`src/sv/eat_pkg.sv`:
```
// eat_pkg: shared types, register codes and helper functions for the
// effective address translate unit; no dependencies
package eat_pkg;

  // number of block map register pairs held in the register file
  localparam int BLOCK_SLOTS = 4;

  // register indexes on the configuration port
  localparam logic [2:0] REG_BAT0  = 3'd0;
  localparam logic [2:0] REG_BAT1  = 3'd1;
  localparam logic [2:0] REG_BAT2  = 3'd2;
  localparam logic [2:0] REG_BAT3  = 3'd3;
  localparam logic [2:0] REG_TABLE = 3'd4;

  // segment bus unit id that marks a memory-forced segment
  localparam logic [8:0] BUID_MEM_FORCED = 9'h07F;

  // attribute codes for the direct and memory-forced paths
  localparam logic [2:0] WIM_DIRECT     = 3'd1;
  localparam logic [2:0] WIM_MEM_FORCED = 3'd3;

  // protection codes
  localparam logic [1:0] PP_NO_ACCESS = 2'd0;
  localparam logic [1:0] PP_READ_WRITE = 2'd2;
  localparam logic [1:0] PP_READ_ONLY = 2'd3;

  typedef enum logic [1:0] {
    ST_OK     = 2'd0,
    ST_PROT   = 2'd1,
    ST_IOSEG  = 2'd2,
    ST_SEARCH = 2'd3
  } status_t;

  typedef struct packed {
    logic [31:0] effective_address;
    logic [31:0] segment_word;
    logic        user_mode;
    logic        is_store;
    logic        translation_enabled;
  } in_beat_t;

  typedef struct packed {
    status_t     status;
    logic [31:0] physical_address;
    logic [2:0]  wimg_bits;
    logic        store_clean;
    logic [31:0] primary_group_address;
    logic [31:0] secondary_group_address;
    logic [31:0] entry_match_word;
  } out_beat_t;

  // result of checking one block map against one access
  typedef struct packed {
    logic        hit;
    logic        allowed;
    logic        clean;
    logic [31:0] pa;
    logic [2:0]  wimg;
  } bat_hit_t;

  // key and pp protection check
  function automatic logic access_allowed(input logic key, input logic [1:0] pp,
                                          input logic store);
    logic ok;
    if (!key) begin
      ok = !(store && (pp == PP_READ_ONLY));
    end else if (pp == PP_READ_WRITE) begin
      ok = 1'b1;
    end else begin
      ok = !store && (pp != PP_NO_ACCESS);
    end
    return ok;
  endfunction

  // page table entry group address from a 19 bit hash
  function automatic logic [31:0] group_address(input logic [31:0] setup,
                                                input logic [18:0] hs);
    logic [8:0] upper;
    upper = hs[18:10] & setup[8:0];
    return {setup[31:16], 16'h0000} | {7'd0, upper, 16'h0000} | {16'h0000, hs[9:0], 6'd0};
  endfunction

endpackage

```
`src/sv/eat_bat_match.sv`:
```
// eat_bat_match: compares one access against one block map pair and
// computes its protection and mapped address; uses eat_pkg
module eat_bat_match (
  input  logic [63:0]       bat_pair,
  input  logic [31:0]       ea,
  input  logic              user_mode,
  input  logic              is_store,
  output eat_pkg::bat_hit_t result
);

  logic [31:0] bu;
  logic [31:0] bl;
  logic [31:0] block_mask;
  logic        key;

  assign bu = bat_pair[63:32];
  assign bl = bat_pair[31:0];

  // block size mask opens bits 22:17 of the compare
  assign block_mask = {9'h1FF, ~bl[5:0], 17'd0};
  assign key        = user_mode ? bu[2] : bu[3];

  // hit, protection and translated address
  always_comb begin
    result.hit     = bl[6] && ((ea & block_mask) == (bu & block_mask));
    result.allowed = eat_pkg::access_allowed(key, bu[1:0], is_store);
    result.clean   = eat_pkg::access_allowed(key, bu[1:0], 1'b1);
    result.pa      = (bl & 32'hFFFE_0000 & block_mask) | (ea & ~block_mask);
    result.wimg    = bu[6:4];
  end

endmodule

```
`src/sv/eat_resolve.sv`:
```
// eat_resolve: picks the lowest matching block map, applies the segment
// and translation-off rules and builds the table search operands; uses eat_pkg
module eat_resolve #(
  parameter int NUM_MAPS = 4
) (
  input  eat_pkg::in_beat_t beat,
  input  eat_pkg::bat_hit_t bat_res [NUM_MAPS],
  input  logic [31:0]       table_setup,
  output eat_pkg::out_beat_t res
);

  logic [31:0] ea;
  logic [31:0] sr;
  logic [23:0] vsid;
  logic [18:0] hash;

  assign ea   = beat.effective_address;
  assign sr   = beat.segment_word;
  assign vsid = sr[23:0];
  assign hash = vsid[18:0] ^ {3'd0, ea[27:12]};

  always_comb begin
    logic              any_hit;
    eat_pkg::bat_hit_t sel;
    any_hit = 1'b0;
    sel     = bat_res[0];
    res     = '0;
    res.status = eat_pkg::ST_OK;

    // lowest index wins, so scan from the top down
    for (int i = NUM_MAPS - 1; i >= 0; i--) begin
      if (bat_res[i].hit) begin
        any_hit = 1'b1;
        sel     = bat_res[i];
      end
    end

    if (sr[31]) begin
      // direct-store segment: memory-forced or io
      if (sr[28:20] == eat_pkg::BUID_MEM_FORCED) begin
        res.physical_address = {sr[3:0], ea[27:0]};
        res.wimg_bits        = eat_pkg::WIM_MEM_FORCED;
        res.store_clean      = 1'b1;
      end else begin
        res.status = eat_pkg::ST_IOSEG;
      end
    end else if (!beat.translation_enabled) begin
      res.physical_address = ea;
      res.wimg_bits        = eat_pkg::WIM_DIRECT;
      res.store_clean      = 1'b1;
    end else if (any_hit) begin
      if (!sel.allowed) begin
        res.status = eat_pkg::ST_PROT;
      end else begin
        res.physical_address = sel.pa;
        res.wimg_bits        = sel.wimg;
        res.store_clean      = sel.clean;
      end
    end else begin
      // block maps missed: hand back the hashed table search operands
      res.status                  = eat_pkg::ST_SEARCH;
      res.primary_group_address   = eat_pkg::group_address(table_setup, hash);
      res.secondary_group_address = eat_pkg::group_address(table_setup, ~hash);
      res.entry_match_word        = {1'b1, vsid, 1'b0, ea[27:22]};
    end
  end

endmodule

```
`src/sv/effective_address_translate_unit.sv`:
```
// effective_address_translate_unit: top level, register file and the
// three stage translate pipeline; uses eat_pkg, eat_bat_match, eat_resolve
//
//   channel  ports                              beat
//   input    in_valid, in_stall, in_data        one access (eat_pkg::in_beat_t)
//   result   out_valid, out_stall, out_data     one result (eat_pkg::out_beat_t)
//   config   psel, penable, pwrite, paddr,      64 bit registers at 8*index
//            pwdata, prdata, pready
//
// One access enters per cycle while in_stall is low; its result passes the stages in turn.
// Depth is set by the input register, the block map compare register and
// the output register. Reset clears the valid bits and the configuration
// registers to zero.
// A stall at the output holds the full stages and fills any empty ones;
// in_stall rises only when every stage holds a beat that cannot move.
module effective_address_translate_unit #(
  parameter int NUM_BLOCK_MAPS = 4
) (
  input  logic               clk,
  input  logic               rst_n,
  input  logic               in_valid,
  output logic               in_stall,
  input  eat_pkg::in_beat_t  in_data,
  output logic               out_valid,
  input  logic               out_stall,
  output eat_pkg::out_beat_t out_data,
  input  logic               psel,
  input  logic               penable,
  input  logic               pwrite,
  input  logic [5:0]         paddr,
  input  logic [63:0]        pwdata,
  output logic [63:0]        prdata,
  output logic               pready
);

  logic [63:0] bat_pair_r [eat_pkg::BLOCK_SLOTS];
  logic [31:0] table_setup_r;
  logic [2:0]  reg_idx;
  logic        cfg_write;

  logic                s1_valid_r;
  eat_pkg::in_beat_t   s1_beat_r;
  logic                s2_valid_r;
  eat_pkg::in_beat_t   s2_beat_r;
  eat_pkg::bat_hit_t   s2_bat_r [NUM_BLOCK_MAPS];
  eat_pkg::bat_hit_t   bat_nxt  [NUM_BLOCK_MAPS];
  logic                out_valid_r;
  eat_pkg::out_beat_t  out_beat_r;
  eat_pkg::out_beat_t  res_nxt;

  logic en_out;
  logic en_s2;
  logic en_s1;

  // register file access
  assign pready    = 1'b1;
  assign reg_idx   = paddr[5:3];
  assign cfg_write = psel && penable && pwrite;

  always_comb begin
    case (reg_idx)
      eat_pkg::REG_BAT0:  prdata = bat_pair_r[0];
      eat_pkg::REG_BAT1:  prdata = bat_pair_r[1];
      eat_pkg::REG_BAT2:  prdata = bat_pair_r[2];
      eat_pkg::REG_BAT3:  prdata = bat_pair_r[3];
      eat_pkg::REG_TABLE: prdata = {32'd0, table_setup_r};
      default:            prdata = '0;
    endcase
  end

  always_ff @(posedge clk) begin
    if (!rst_n) begin
      for (int i = 0; i < eat_pkg::BLOCK_SLOTS; i++) begin
        bat_pair_r[i] <= '0;
      end
      table_setup_r <= '0;
    end else if (cfg_write) begin
      case (reg_idx)
        eat_pkg::REG_BAT0:  bat_pair_r[0] <= pwdata;
        eat_pkg::REG_BAT1:  bat_pair_r[1] <= pwdata;
        eat_pkg::REG_BAT2:  bat_pair_r[2] <= pwdata;
        eat_pkg::REG_BAT3:  bat_pair_r[3] <= pwdata;
        eat_pkg::REG_TABLE: table_setup_r <= pwdata[31:0];
        default:            ;
      endcase
    end
  end

  // stage advance: a stage moves when it is empty or the next one moves
  assign en_out   = !out_valid_r || !out_stall;
  assign en_s2    = !s2_valid_r || en_out;
  assign en_s1    = !s1_valid_r || en_s2;
  assign in_stall = !en_s1;

  // block map compare, one unit per map
  for (genvar g = 0; g < NUM_BLOCK_MAPS; g++) begin : g_bat
    eat_bat_match u_match (
      .bat_pair  (bat_pair_r[g]),
      .ea        (s1_beat_r.effective_address),
      .user_mode (s1_beat_r.user_mode),
      .is_store  (s1_beat_r.is_store),
      .result    (bat_nxt[g])
    );
  end

  // final selection
  eat_resolve #(
    .NUM_MAPS (NUM_BLOCK_MAPS)
  ) u_resolve (
    .beat        (s2_beat_r),
    .bat_res     (s2_bat_r),
    .table_setup (table_setup_r),
    .res         (res_nxt)
  );

  // pipeline valid bits
  always_ff @(posedge clk) begin
    if (!rst_n) begin
      s1_valid_r  <= 1'b0;
      s2_valid_r  <= 1'b0;
      out_valid_r <= 1'b0;
    end else begin
      if (en_s1) s1_valid_r <= in_valid;
      if (en_s2) s2_valid_r <= s1_valid_r;
      if (en_out) out_valid_r <= s2_valid_r;
    end
  end

  // pipeline payload
  always_ff @(posedge clk) begin
    if (en_s1) begin
      s1_beat_r <= in_data;
    end
    if (en_s2) begin
      s2_beat_r <= s1_beat_r;
      for (int i = 0; i < NUM_BLOCK_MAPS; i++) begin
        s2_bat_r[i] <= bat_nxt[i];
      end
    end
    if (en_out) begin
      out_beat_r <= res_nxt;
    end
  end

  assign out_valid = out_valid_r;
  assign out_data  = out_beat_r;

endmodule
```
`config.mk`:
```
export PLATFORM = sky130hd
export DESIGN_NAME = effective_address_translate_unit
export DESIGN_NICKNAME = d
export VERILOG_FILES = /design/src/sv/eat_pkg.sv /design/src/sv/eat_bat_match.sv /design/src/sv/eat_resolve.sv /design/src/sv/effective_address_translate_unit.sv
export SDC_FILE = /design/constraint.sdc
export NUM_CORES = 1
export LEC_CHECK = 0
export BUFFER_PORTS_ARGS = -buffer_cell sky130_fd_sc_hd__buf_2
export CAP_MARGIN = 20
export CORE_MARGIN = 3
export CORE_UTILIZATION = 58
export CTS_CLUSTER_SIZE = 10
export DETAILED_ROUTE_END_ITERATION = 10
export PLACE_DENSITY = 0.87
export SYNTH_ARGS = -nofsm -noshare
export SYNTH_HDL_FRONTEND = slang
export SYNTH_SLANG_ARGS = --single-unit
```
`constraint.sdc`:
```
create_clock -name clk -period 13.2 [get_ports clk]
set_input_delay 2.64 -clock clk [delete_from_list [all_inputs] [get_ports clk]]
set_output_delay 2.64 -clock clk [all_outputs]
set_load 0.02 [all_outputs]
```
Word-level counts from Yosys, hierarchy flattened:

Memory sizes are Yosys's and may differ from the RTL's.
Cells that the tools add are included.

* equal/unequal tests: 17
* muxes and demuxes: 60
* bitwise operators: 41
* reduce and logical (&&, ||, !) cells: 39

Operators by type and width (count)
* AND 32 bit: 16
* one-hot mux 64 bit (5 select lines): 1
* two-way mux 64 bit: 4
* two-way mux 37 bit: 4
* two-way mux 36 bit: 4
* == test 32 bit: 4
* NOT 32 bit: 4
* OR 32 bit: 4
* OR 32 x 16 -> 32 bit: 2
* OR 32 x 25 -> 32 bit: 2
* two-way mux 1 bit: 42
* two-way mux 38 bit: 1
* two-way mux 32 bit: 1
* NOT 6 bit: 4
* NOT 19 bit: 1
* XOR 19 x 16 -> 19 bit: 1
* AND 9 bit: 2
* == test 2 bit, second input constant: 8
* logical AND 1 bit: 14
* zero test 1 bit: 14
* == test 9 x 7 -> 1 bit, second input constant: 1
* nonzero test 2 bit: 4
* == test 3 x 2 -> 1 bit, second input constant: 2
* two-way mux 2 bit: 3
* 9 further kinds: 14

* register bits after elaboration: 453
* bits in writable memories: 256
* input port bits: 144
* output and inout port bits: 201
* word-level logic and storage cells: 198
* memories: 1

Memories
* bat_pair_r: words 4, bits a word 64, rd ports 4, clocked after memory_dff 0, write ports 4, line effective_address_translate_unit.sv:36 `logic [63:0] bat_pair_r [eat_pkg::BLOCK_SLOTS];`

Longest topological paths before layout:

Gate-level depths: netlist (run 1).

* depth in word-level cells: 8
* gate-level depth with buffers: 8
* depth with buffers taken out: 5

Hierarchy:

Synthesis (run 1) repeated with hierarchy kept, for this count alone.

* cells, all modules: 1958
* area total of the unflattened synthesis: 30083.9 um2

By module, submodules not included
* effective_address_translate_unit: instances 1, cells each 1320, area each 25595.8 um2, sequential area each 21000.1 um2
* eat_resolve: instances 1, cells each 386, area each 2476.1 um2, sequential area each 0.0 um2
* eat_bat_match: instances 4, cells each 63, area each 503.0 um2, sequential area each 0.0 um2

Worst setup path before layout (run 1):

OpenSTA, ideal clock, no wires.

* path type: in2reg
* start: in paddr[3]
* end: mem bat_pair_r[0][0] (enable)
* setup time: 0.661 ns
* data arrival time: 9.748 ns
* required time: 12.539 ns
* setup slack: 2.792 ns
* stages on the path: 4
* buffers on the path: 3
* cell sequence: buf_2 -> buf_2 -> buf_2 -> o41ai_1

RTL lines
* start: declaration: line effective_address_translate_unit.sv:30 `input logic [5:0] paddr,`
* end: declaration: line effective_address_translate_unit.sv:36

Final worst setup path (run 1):

* start: in paddr[5]
* end: out prdata[2]

* longest elaborated chain between the ends: 2
* elaborated cells between the ends (all ways): 6
* those cells by class: eq/ne (4); mux (1); reduce/logical (1)

Ends and longest elaborated chain
* == test 3 bit (tied with other cells): line effective_address_translate_unit.sv:61 `case (reg_idx)`
* one-hot mux 64 bit (5 select lines) (*): line effective_address_translate_unit.sv:61
* end: declaration: line effective_address_translate_unit.sv:32 `output logic [63:0] prdata,`

Mark *: on every way between the ends. The rest lies on a longest branch, timed or not.

==> results of run 1 <==
[routing by layer]
metal	vias up	global-route usage [%]	wire length, um
met3	139	5.75	6500
met5	-	0	93
met2	885	48.3	34000
met4	14	10.5	2200
met1	7810	36.9	24400
li1	6807	-	-
[Yosys cell counts (all sizes together) (3+ instances only)]
cell     count  share of area, %
o2bb2ai     11              0.37
dfxtp       35               2.7
a211oi       4              0.12
or4          4              0.12
xor2         6              0.20
clkbuf      79               1.2
o221ai      19              0.65
o21ai        4             0.078
o211ai       4              0.12
nor3b       21              0.63
nand2       10              0.15
o21a         8              0.23
mux4        32               2.8
nor2b       75               1.8
xnor2       70               2.4
nor2        52              0.79
o22ai       41               1.0
edfxtp     582                68
mux2i       41               1.6
nand4       10              0.24
mux2        56               2.4
o22a        11              0.37
a21o         4              0.12
a22oi       64               1.9
inv         20              0.29
nor3         7              0.17
and3        42               1.0
a21oi       18              0.35
nand2b       5              0.12
nor4b        3              0.10
o21bai       4              0.12
buf         55               1.3
and2       257               6.2
[critical path, delay by kind of cell]
kind / cells / cell delay, ns
AOI/OAI and AO/OA: 2 / 0.49
buffers and inverters: 4 / 1.18
and+or+nand+nor: 1 / 0.67
[power groups by stage]
| stage | clock (mW) | combinational [mW] | sequential, mW |
|---|---|---|---|
| 2_1_floorplan | 0 | 0.173 | 2.35 |
| 3_3_place_gp | 0 | 0.305 | 2.34 |
| 3_5_place_dp | 0 | 0.311 | 2.35 |
| 4_1_cts | 1.82 | 0.313 | 2.31 |
| 5_1_grt | 1.90 | 0.331 | 2.32 |
| 6_report | 1.80 | 0.313 | 2.31 |
[cell type report]
type / instances / area, um2
antenna: 10 / 25.0
sequential: 617 / 18200
tap: 585 / 732
clock inverter: 8 / 143
fill: 2904 / 13500
multi-input combinational: 911 / 7040
inverter: 20 / 80.1
timing repair buffer: 350 / 1820
clock buffer: 109 / 1950
[sequential cells by signal (all words and copies together) (netlist names)]
name	count
bat_pair_r	256
out_data	114
out_valid	1
s1_beat_r	65
s1_valid_r	1
s2_bat_r	84
s2_beat_r	63
s2_valid_r	1
table_setup_r	32
[final timing paths]
check	to	cells past startpoint	startpoint
worst min register to register	s2_beat_r[45]	0	s1_beat_r[45]
worst min-delay path	s2_beat_r[45]	0	s1_beat_r[45]
worst max-delay path	prdata[2]	7	paddr[5]
worst max register to register	out_data[50]	7	s2_bat_r[113]
[kinds of logic (layout without fill, tap and decap cells)]
family                    Yosys count  in the layout  synth area share, %
buffers and inverters             154            487                 2.78
other                               2             24               0.0291
and+or+nand+nor                   492            492                 11.6
AOI/OAI and AO/OA                 200            200                 5.64
muxes                             129            129                 6.84
xor gates and xnor gates           76             76                 2.58
DFF                               617            617                 70.5
[stage by stage]
stage               setup WS (ns)  instances
floorplan                    2.79       1682
global placement             5.64       2483
detailed placement           5.62       2483
CTS                          5.59       2600
global route                 5.50       2604
finish                       5.54       2610
==> out/metrics.json, run 1 <==
{
  "total_power_mw": 4.42,
  "grt_setup_unrepaired": "false",
  "synth.lib_cells_used.distinct": 54,
  "detailed_place.area_um2": 27800,
  "critical_path_maximum_fanout": 26,
  "final_slew_viol_count": 0,
  "sequential_fraction_of_design_power_pct": 52.2,
  "drt_iter0_markers": 1745,
  "std_cell_rows": 76,
  "synth_edf_count": 582,
  "drv_cap": 0,
  "synth_cells": 1670,
  "p_sw_share_pct": 23.1,
  "grt_first_pass_wirelength_mm": 99.3,
  "power_frac_clock_pct": 40.7,
  "worstSetupPathType": "input pin to primary output",
  "finalHoldViolations": 0,
  "ys_async_sr_fraction_pct": 0,
  "grt_antenna_before_repair": 14,
  "gp_routability_congestion": 0.839,
  "detail_route.drc_violations": 0,
  "drive_gt1_share_pct": 26.8,
  "cp_cell_sequence": "buf_2 > buf_4 > nor2b_2 > buf_4 > a22oi_1 > o22ai_1 > buf_2",
  "tritoncts.num_buffers": 72,
  "post-cts-setup-buffer-count": 0,
  "hpwl_mm": 42.2,
  "port_buffers": 325,
  "synth.cell_area_um2": 25800,
  "dr_total_vias": 15655,
  "final_util_pct": 69.0,
  "chipWidth_um": 217,
  "clock-sinks": 617,
  "synthesis.area_per_instance_um2": 15.4,
  "crit_required_ns": 10.56,
  "area_growth_syn_to_layout_pct": 16.3,
  "synthesis.yosys.warnings": 0,
  "grt_remaining_overflow": 0,
  "run_status": "complete, no violations",
  "mostFrequentLayoutCell": "edfxtp_1",
  "yosysSeqAreaShare_pct": 70.5,
  "antenna_violating_nets_left": 0,
  "cts-hold-fix-buffers": 0,
  "routed_wl_mm": 67.1,
  "clk_root_buffer_cell": "clkbuf_16",
  "power-per-cell-area_nw_per_um2": 147,
  "clk_pin_slew_ns": 0.05,
  "cts_buffer_depth": 3,
  "cp_slowest_stage_delay_ns": 0.67,
  "p_leak_nw": 11.4,
  "fp.dieArea_um2": 47000,
  "maxSlewHeadroom_pct": 29.3,
  "final-setup-viol-count": 0,
  "postSynth.topFlopCell": "edfxtp_1",
  "vias_in_the_first_global_route": 15879,
  "grt.total_usage_pct": 28.5,
  "setup.reg_to_reg.worst_slack_ns": 10.04,
  "worst-endpoint-arrival_ns": 5.02,
  "wl_per_cell_um": 25.7,
  "power.internal_mw": 3.40,
  "yosys_reg_bits": 617,
  "cts_tree": "built",
  "cts_resized": 0,
  "finalWorstPathRequiredPeriod_ns": 7.66,
  "design.portCount": 345,
  "power.net_switching_mw": 1.02,
  "critPathLaunchType": "input pin",
  "clock_latency_ns": 0.62,
  "power.share.combinational_pct": 7.1,
  "final_area_um2": 30000,
  "final.setup_skew_ns": 0.0352,
  "drtPass1Iterations": 6,
  "initial_utilization_pct": 59.3,
  "via_per_inst": 6.00,
  "htreeDepth": 3,
  "placeable_area_um2": 43500,
  "fin_tns_setup_ns": 0,
  "hold_ws_ns": 0.395,
  "crit_slowest_cell": "nor2b_2",
  "vdd_drop_max_v": 0.0000990,
  "critPathCaptureType": "primary output",
  "final.period_utilization_pct": 58.0,
  "fmax_ghz": 0.131,
  "finish.net_count": 2116,
  "grt_max_degree": 103,
  "hold_path_class": "flip-flop to flip-flop",
  "die_h_um": 217,
  "layout_common_cells": "582 x edfxtp_1, 323 x buf_2, 257 x and2_1",
  "actual_slew_at_the_worst_max_slew_pin_ns": 1.06
}
No activity file was read; power rests on OpenSTA's default activity.
==> run 2, diff against run 1 <==
Settings changed: CORE_UTILIZATION 58 to 52, PLACE_DENSITY 0.87 to 0.83.
Clock period 13.2 ns to 7 ns, I/O delays scaled along.
==> out/metrics.json, run 2 (synthesized netlist as in run 1, its figures left out) <==
{
  "run_status": "complete, no violations",
  "p_sw_share_pct": 22.8,
  "finalHoldViolations": 0,
  "max_flop_register": "bat_pair_r",
  "clock-sinks": 617,
  "clock_latency_ns": 0.60,
  "clk_root_buffer_cell": "clkbuf_16",
  "dr_total_vias": 15632,
  "gp_routability_congestion": 0.873,
  "critPathCaptureType": "primary output",
  "maxSlewHeadroom_pct": 24.8,
  "cts_resized": 0,
  "initial_utilization_pct": 53.3,
  "finalWorstPathRequiredPeriod_ns": 5.27,
  "cts_buffer_depth": 3,
  "finish.net_count": 2121,
  "clk_pin_slew_ns": 0.05,
  "htreeDepth": 3,
  "area_growth_syn_to_layout_pct": 16.9,
  "placeable_area_um2": 48300,
  "largest_register_ff_count": 256,
  "final_area_um2": 30100,
  "drv_cap": 0,
  "grt_first_pass_wirelength_mm": 101,
  "detail_route.drc_violations": 0,
  "cts-hold-fix-buffers": 0,
  "std_cell_rows": 80,
  "routed_wl_mm": 68.1,
  "die_h_um": 229,
  "final_util_pct": 62.3,
  "vdd_drop_max_v": 0.000197,
  "power.internal_mw": 6.43,
  "cts_tree": "built",
  "total_power_mw": 8.33,
  "power_frac_clock_pct": 40.6,
  "sequential_fraction_of_design_power_pct": 52.3,
  "hold_path_class": "flip-flop to flip-flop",
  "power-per-cell-area_nw_per_um2": 276,
  "design.portCount": 345,
  "chipWidth_um": 229,
  "p_leak_nw": 11.4,
  "layout_common_cells": "582 x edfxtp_1, 323 x buf_2, 257 x and2_1",
  "worst-endpoint-arrival_ns": 3.87,
  "mostFrequentLayoutCell": "edfxtp_1",
  "r2r_start": "s2_bat_r[113]",
  "drtPass1Iterations": 5,
  "wl_per_cell_um": 25.3,
  "critPathLaunchType": "input pin",
  "fp.dieArea_um2": 52300,
  "power.share.combinational_pct": 7.2,
  "power.net_switching_mw": 1.90,
  "final.setup_skew_ns": 0.0165,
  "drt_iter0_markers": 1722,
  "crit_start": "paddr[5]",
  "final_slew_viol_count": 0,
  "actual_slew_at_the_worst_max_slew_pin_ns": 1.13,
  "drive_gt1_share_pct": 26.9,
  "setup.reg_to_reg.worst_slack_ns": 4.04,
  "port_buffers": 325,
  "crit_required_ns": 5.60,
  "via_per_inst": 5.81,
  "critical_path_maximum_fanout": 29,
  "grt_setup_unrepaired": "false",
  "worstSetupPathType": "input pin to primary output",
  "final.period_utilization_pct": 75.3,
  "grt.total_usage_pct": 25.8,
  "antenna_violating_nets_left": 0,
  "grt_max_degree": 84,
  "hold_path_start": "s1_beat_r[18]",
  "final-setup-viol-count": 0,
  "vias_in_the_first_global_route": 16251,
  "fmax_ghz": 0.190,
  "grt_antenna_before_repair": 11,
  "dp_worst_slack_ns": 1.83,
  "grt_remaining_overflow": 0,
  "detailed_place.area_um2": 28000,
  "post-cts-setup-buffer-count": 0,
  "layout_setup_ws_ns": 1.73,
  "fin_tns_setup_ns": 0,
  "tritoncts.num_buffers": 72,
  "hpwl_mm": 43.4
}
run 2: cell count changes in the layout (fill, tap and decap cells not counted), sizes merged:
cell,delta
buf,+5
diode,-3
clkbuf,+8
inv,-2
run 2: per-layer routing:
layer	vias up	wire (um)	GRT usage, %
met5	-	80	0
met3	152	6200	6.02
met2	798	34100	44.2
li1	6834	-	-
met1	7836	25200	32.2
met4	12	2490	9.49
run 2: worst paths after layout:
path              endpoint  depth (start not counted)
max reg2reg  out_data[117]                          4
max             prdata[20]                          6
min          s2_beat_r[18]                          0
min reg2reg  s2_beat_r[18]                          0
run 2: power groups by stage:
stage | Sequential (mW) | Clock, mW | Combinational, mW
4_1_cts | 4.35 | 3.43 | 0.595
6_report | 4.35 | 3.38 | 0.596
2_1_floorplan | 4.43 | 0 | 0.327
3_5_place_dp | 4.43 | 0 | 0.591
3_3_place_gp | 4.41 | 0 | 0.582
5_1_grt | 4.37 | 3.58 | 0.633
run 2: stage by stage:
step	instances	hold WS, ns
after CTS	2681	0.402
after global placement	2558	0.403
final	2689	0.403
after floorplan	1682	0.400
after global routing	2685	0.410
after detailed placement	2558	0.405
run 2: area by class of cell:
cell class	instances	area (um2)
Inverter	20	80.1
Sequential cell	617	18200
Clock inverter	6	90.1
Fill cell	3495	18200
Timing Repair Buffer	355	1870
Clock buffer	117	2000
Antenna cell	7	17.5
Multi-Input combinational cell	911	7060
Tap cell	656	821
run 2: worst max-delay path, cell delays in order:
cell and delay (ns):
buf_2 0.58, nor2b_2 0.91, buf_4 0.37, a22oi_1 0.09, o22ai_1 0.26, buf_2 0.23
==> run 3, diff against run 2 <==
Clock period 7 ns to 4.3 ns, I/O delays scaled along.
==> out/metrics.json, run 3 (synthesized netlist as in run 1, its figures left out) <==
{
  "final_slew_viol_count": 0,
  "post-cts-setup-buffer-count": 0,
  "nFillCells": 3533,
  "cts-hold-fix-buffers": 0,
  "routed_wl_mm": 69.6,
  "layout_common_cells": "582 x edfxtp_1, 323 x buf_2, 257 x and2_1",
  "finalWorstPathRequiredPeriod_ns": 3.71,
  "chipWidth_um": 229,
  "timing.rr.end": "out_data[117]",
  "grt_first_pass_wirelength_mm": 103,
  "final-setup-viol-count": 0,
  "layout_setup_ws_ns": 0.590,
  "finalHoldViolations": 0,
  "power-per-cell-area_nw_per_um2": 449,
  "worstSetupPathType": "input pin to primary output",
  "run_status": "complete, no violations",
  "critPathCaptureType": "primary output",
  "area_growth_syn_to_layout_pct": 17.5,
  "fp.dieArea_um2": 52300,
  "tritoncts.num_buffers": 72,
  "wl_per_cell_um": 25.8,
  "max_flop_register": "bat_pair_r",
  "std_cell_rows": 80,
  "design.portCount": 345,
  "hpwl_mm": 45.0,
  "worst_hold_path.endpoint": "s2_beat_r[27]",
  "drv_cap": 0,
  "placeable_area_um2": 48300,
  "cts_tree": "built",
  "hold_path_start": "s1_beat_r[27]",
  "clk_pin_slew_ns": 0.05,
  "drt_iter0_markers": 1849,
  "grt_antenna_before_repair": 13,
  "drtPass1Iterations": 6,
  "crit_required_ns": 3.44,
  "die_h_um": 229,
  "vdd_drop_max_v": 0.000338,
  "setup.reg_to_reg.worst_slack_ns": 1.34,
  "cp_cell_sequence": "buf_4 > buf_4 > nor2_2 > buf_4 > a22oi_1 > o22ai_1 > buf_2",
  "initial_utilization_pct": 53.3,
  "clk_root_buffer_cell": "clkbuf_16",
  "largest_register_ff_count": 256,
  "htreeDepth": 3,
  "dp_worst_slack_ns": 0.658,
  "total_power_mw": 13.6,
  "grt_max_degree": 72,
  "grt.total_usage_pct": 26.4,
  "critPathLaunchType": "input pin",
  "fmax_ghz": 0.270,
  "final.setup_skew_ns": 0.0207,
  "critical-path-top-cell-by-count": "buf_4",
  "port_buffers": 325,
  "critical_path_maximum_fanout": 33,
  "clock_latency_ns": 0.61,
  "hold_path_class": "flip-flop to flip-flop",
  "actual_slew_at_the_worst_max_slew_pin_ns": 1.06,
  "cts_resized": 0,
  "detail_route.drc_violations": 0,
  "gp_routability_congestion": 0.869,
  "cts_buffer_depth": 3,
  "r2r_start": "s2_bat_r[113]",
  "via_per_inst": 5.89,
  "worst-endpoint-arrival_ns": 2.85,
  "cp_slowest_stage_delay_ns": 0.43,
  "antenna_violating_nets_left": 0,
  "drive_gt1_share_pct": 27.5,
  "fin_tns_setup_ns": 0,
  "grt_remaining_overflow": 0,
  "crit_slowest_cell": "buf_4",
  "vias_in_the_first_global_route": 16405,
  "maxSlewHeadroom_pct": 28.9,
  "clock-sinks": 617,
  "final.period_utilization_pct": 86.3,
  "mostFrequentLayoutCell": "edfxtp_1",
  "grt_setup_unrepaired": "false",
  "dr_total_vias": 15869,
  "ff2ff_path_depth": 4,
  "p_leak_nw": 11.5,
  "hold_depth": 0,
  "finish.net_count": 2134
}
run 3: cell count changes in the layout (fill, tap and decap cells not counted), moves of 2 or more:
| cell | before | now |
|---|---|---|
| buf_12 | 1 | 7 |
| buf_4 | 30 | 37 |
| clkbuf_1 | 43 | 36 |
| clkinv_2 | 0 | 2 |
| diode_2 | 7 | 5 |
run 3: area by class of cell:
cell class / count / area, um2 / share of cell area [%]
Antenna cell: 5 / 12.5 / 0.0413
Tap cell: 656 / 821 / 2.71
Inverter: 20 / 78.8 / 0.260
Multi-Input combinational cell: 911 / 7050 / 23.3
Clock inverter: 9 / 119 / 0.393
Timing Repair Buffer: 368 / 2050 / 6.77
Clock buffer: 109 / 1960 / 6.48
Sequential cell: 617 / 18200 / 60.0
run 3: report_power, final:
part | switching, mW | leakage, nW | total [mW] | internal, mW
registers | 0.183 | 6.32 | 7.09 | 6.90
clock network | 2.31 | 1.00 | 5.52 | 3.21
logic | 0.608 | 4.22 | 0.991 | 0.383
total | 3.10 | 11.5 | 13.6 | 10.5
run 3: critical path, delay by kind of cell:
| kind | cells | cell delay [ns] |
|---|---|---|
| AOI/OAI and AO/OA | 2 | 0.58 |
| and+or+nand+nor | 1 | 0.08 |
| buffers and inverters | 4 | 1.26 |
run 3: metrics by stage:
stage	instance area [um2]	utilization [%]	std cells	hold slack [ns]
floorplan	25900	-	1682	0.400
detailed placement	28200	58.3	2571	0.405
global placement	28200	58.3	2571	0.403
CTS	30200	62.6	2689	0.388
finish	30300	62.6	2695	0.415
global route	30300	62.6	2692	0.389
run 3: worst max path at each step:
stage                        start          endpoint  slack, ns  cells past startpoint
after detailed placement  paddr[3]        prdata[33]       0.66                      6
final                     paddr[3]        prdata[22]       0.59                      7
after CTS                 paddr[3]         prdata[2]       0.65                      7
after global placement    paddr[3]         prdata[5]       0.68                      7
after global routing      paddr[3]         prdata[2]       0.47                      6
after floorplan           paddr[3]  bat_pair_r[0][0]       0.23                      4
run 3: metal layers:
metal	part of all wire, %	vias up	wire (um)	track usage, %
met5	0.15	-	105	0
met4	3.8	16	2630	10.7
met3	9.4	154	6540	6.13
met2	50	879	34500	44.1
met1	37	7969	25800	33.6
li1	-	6851	-	-
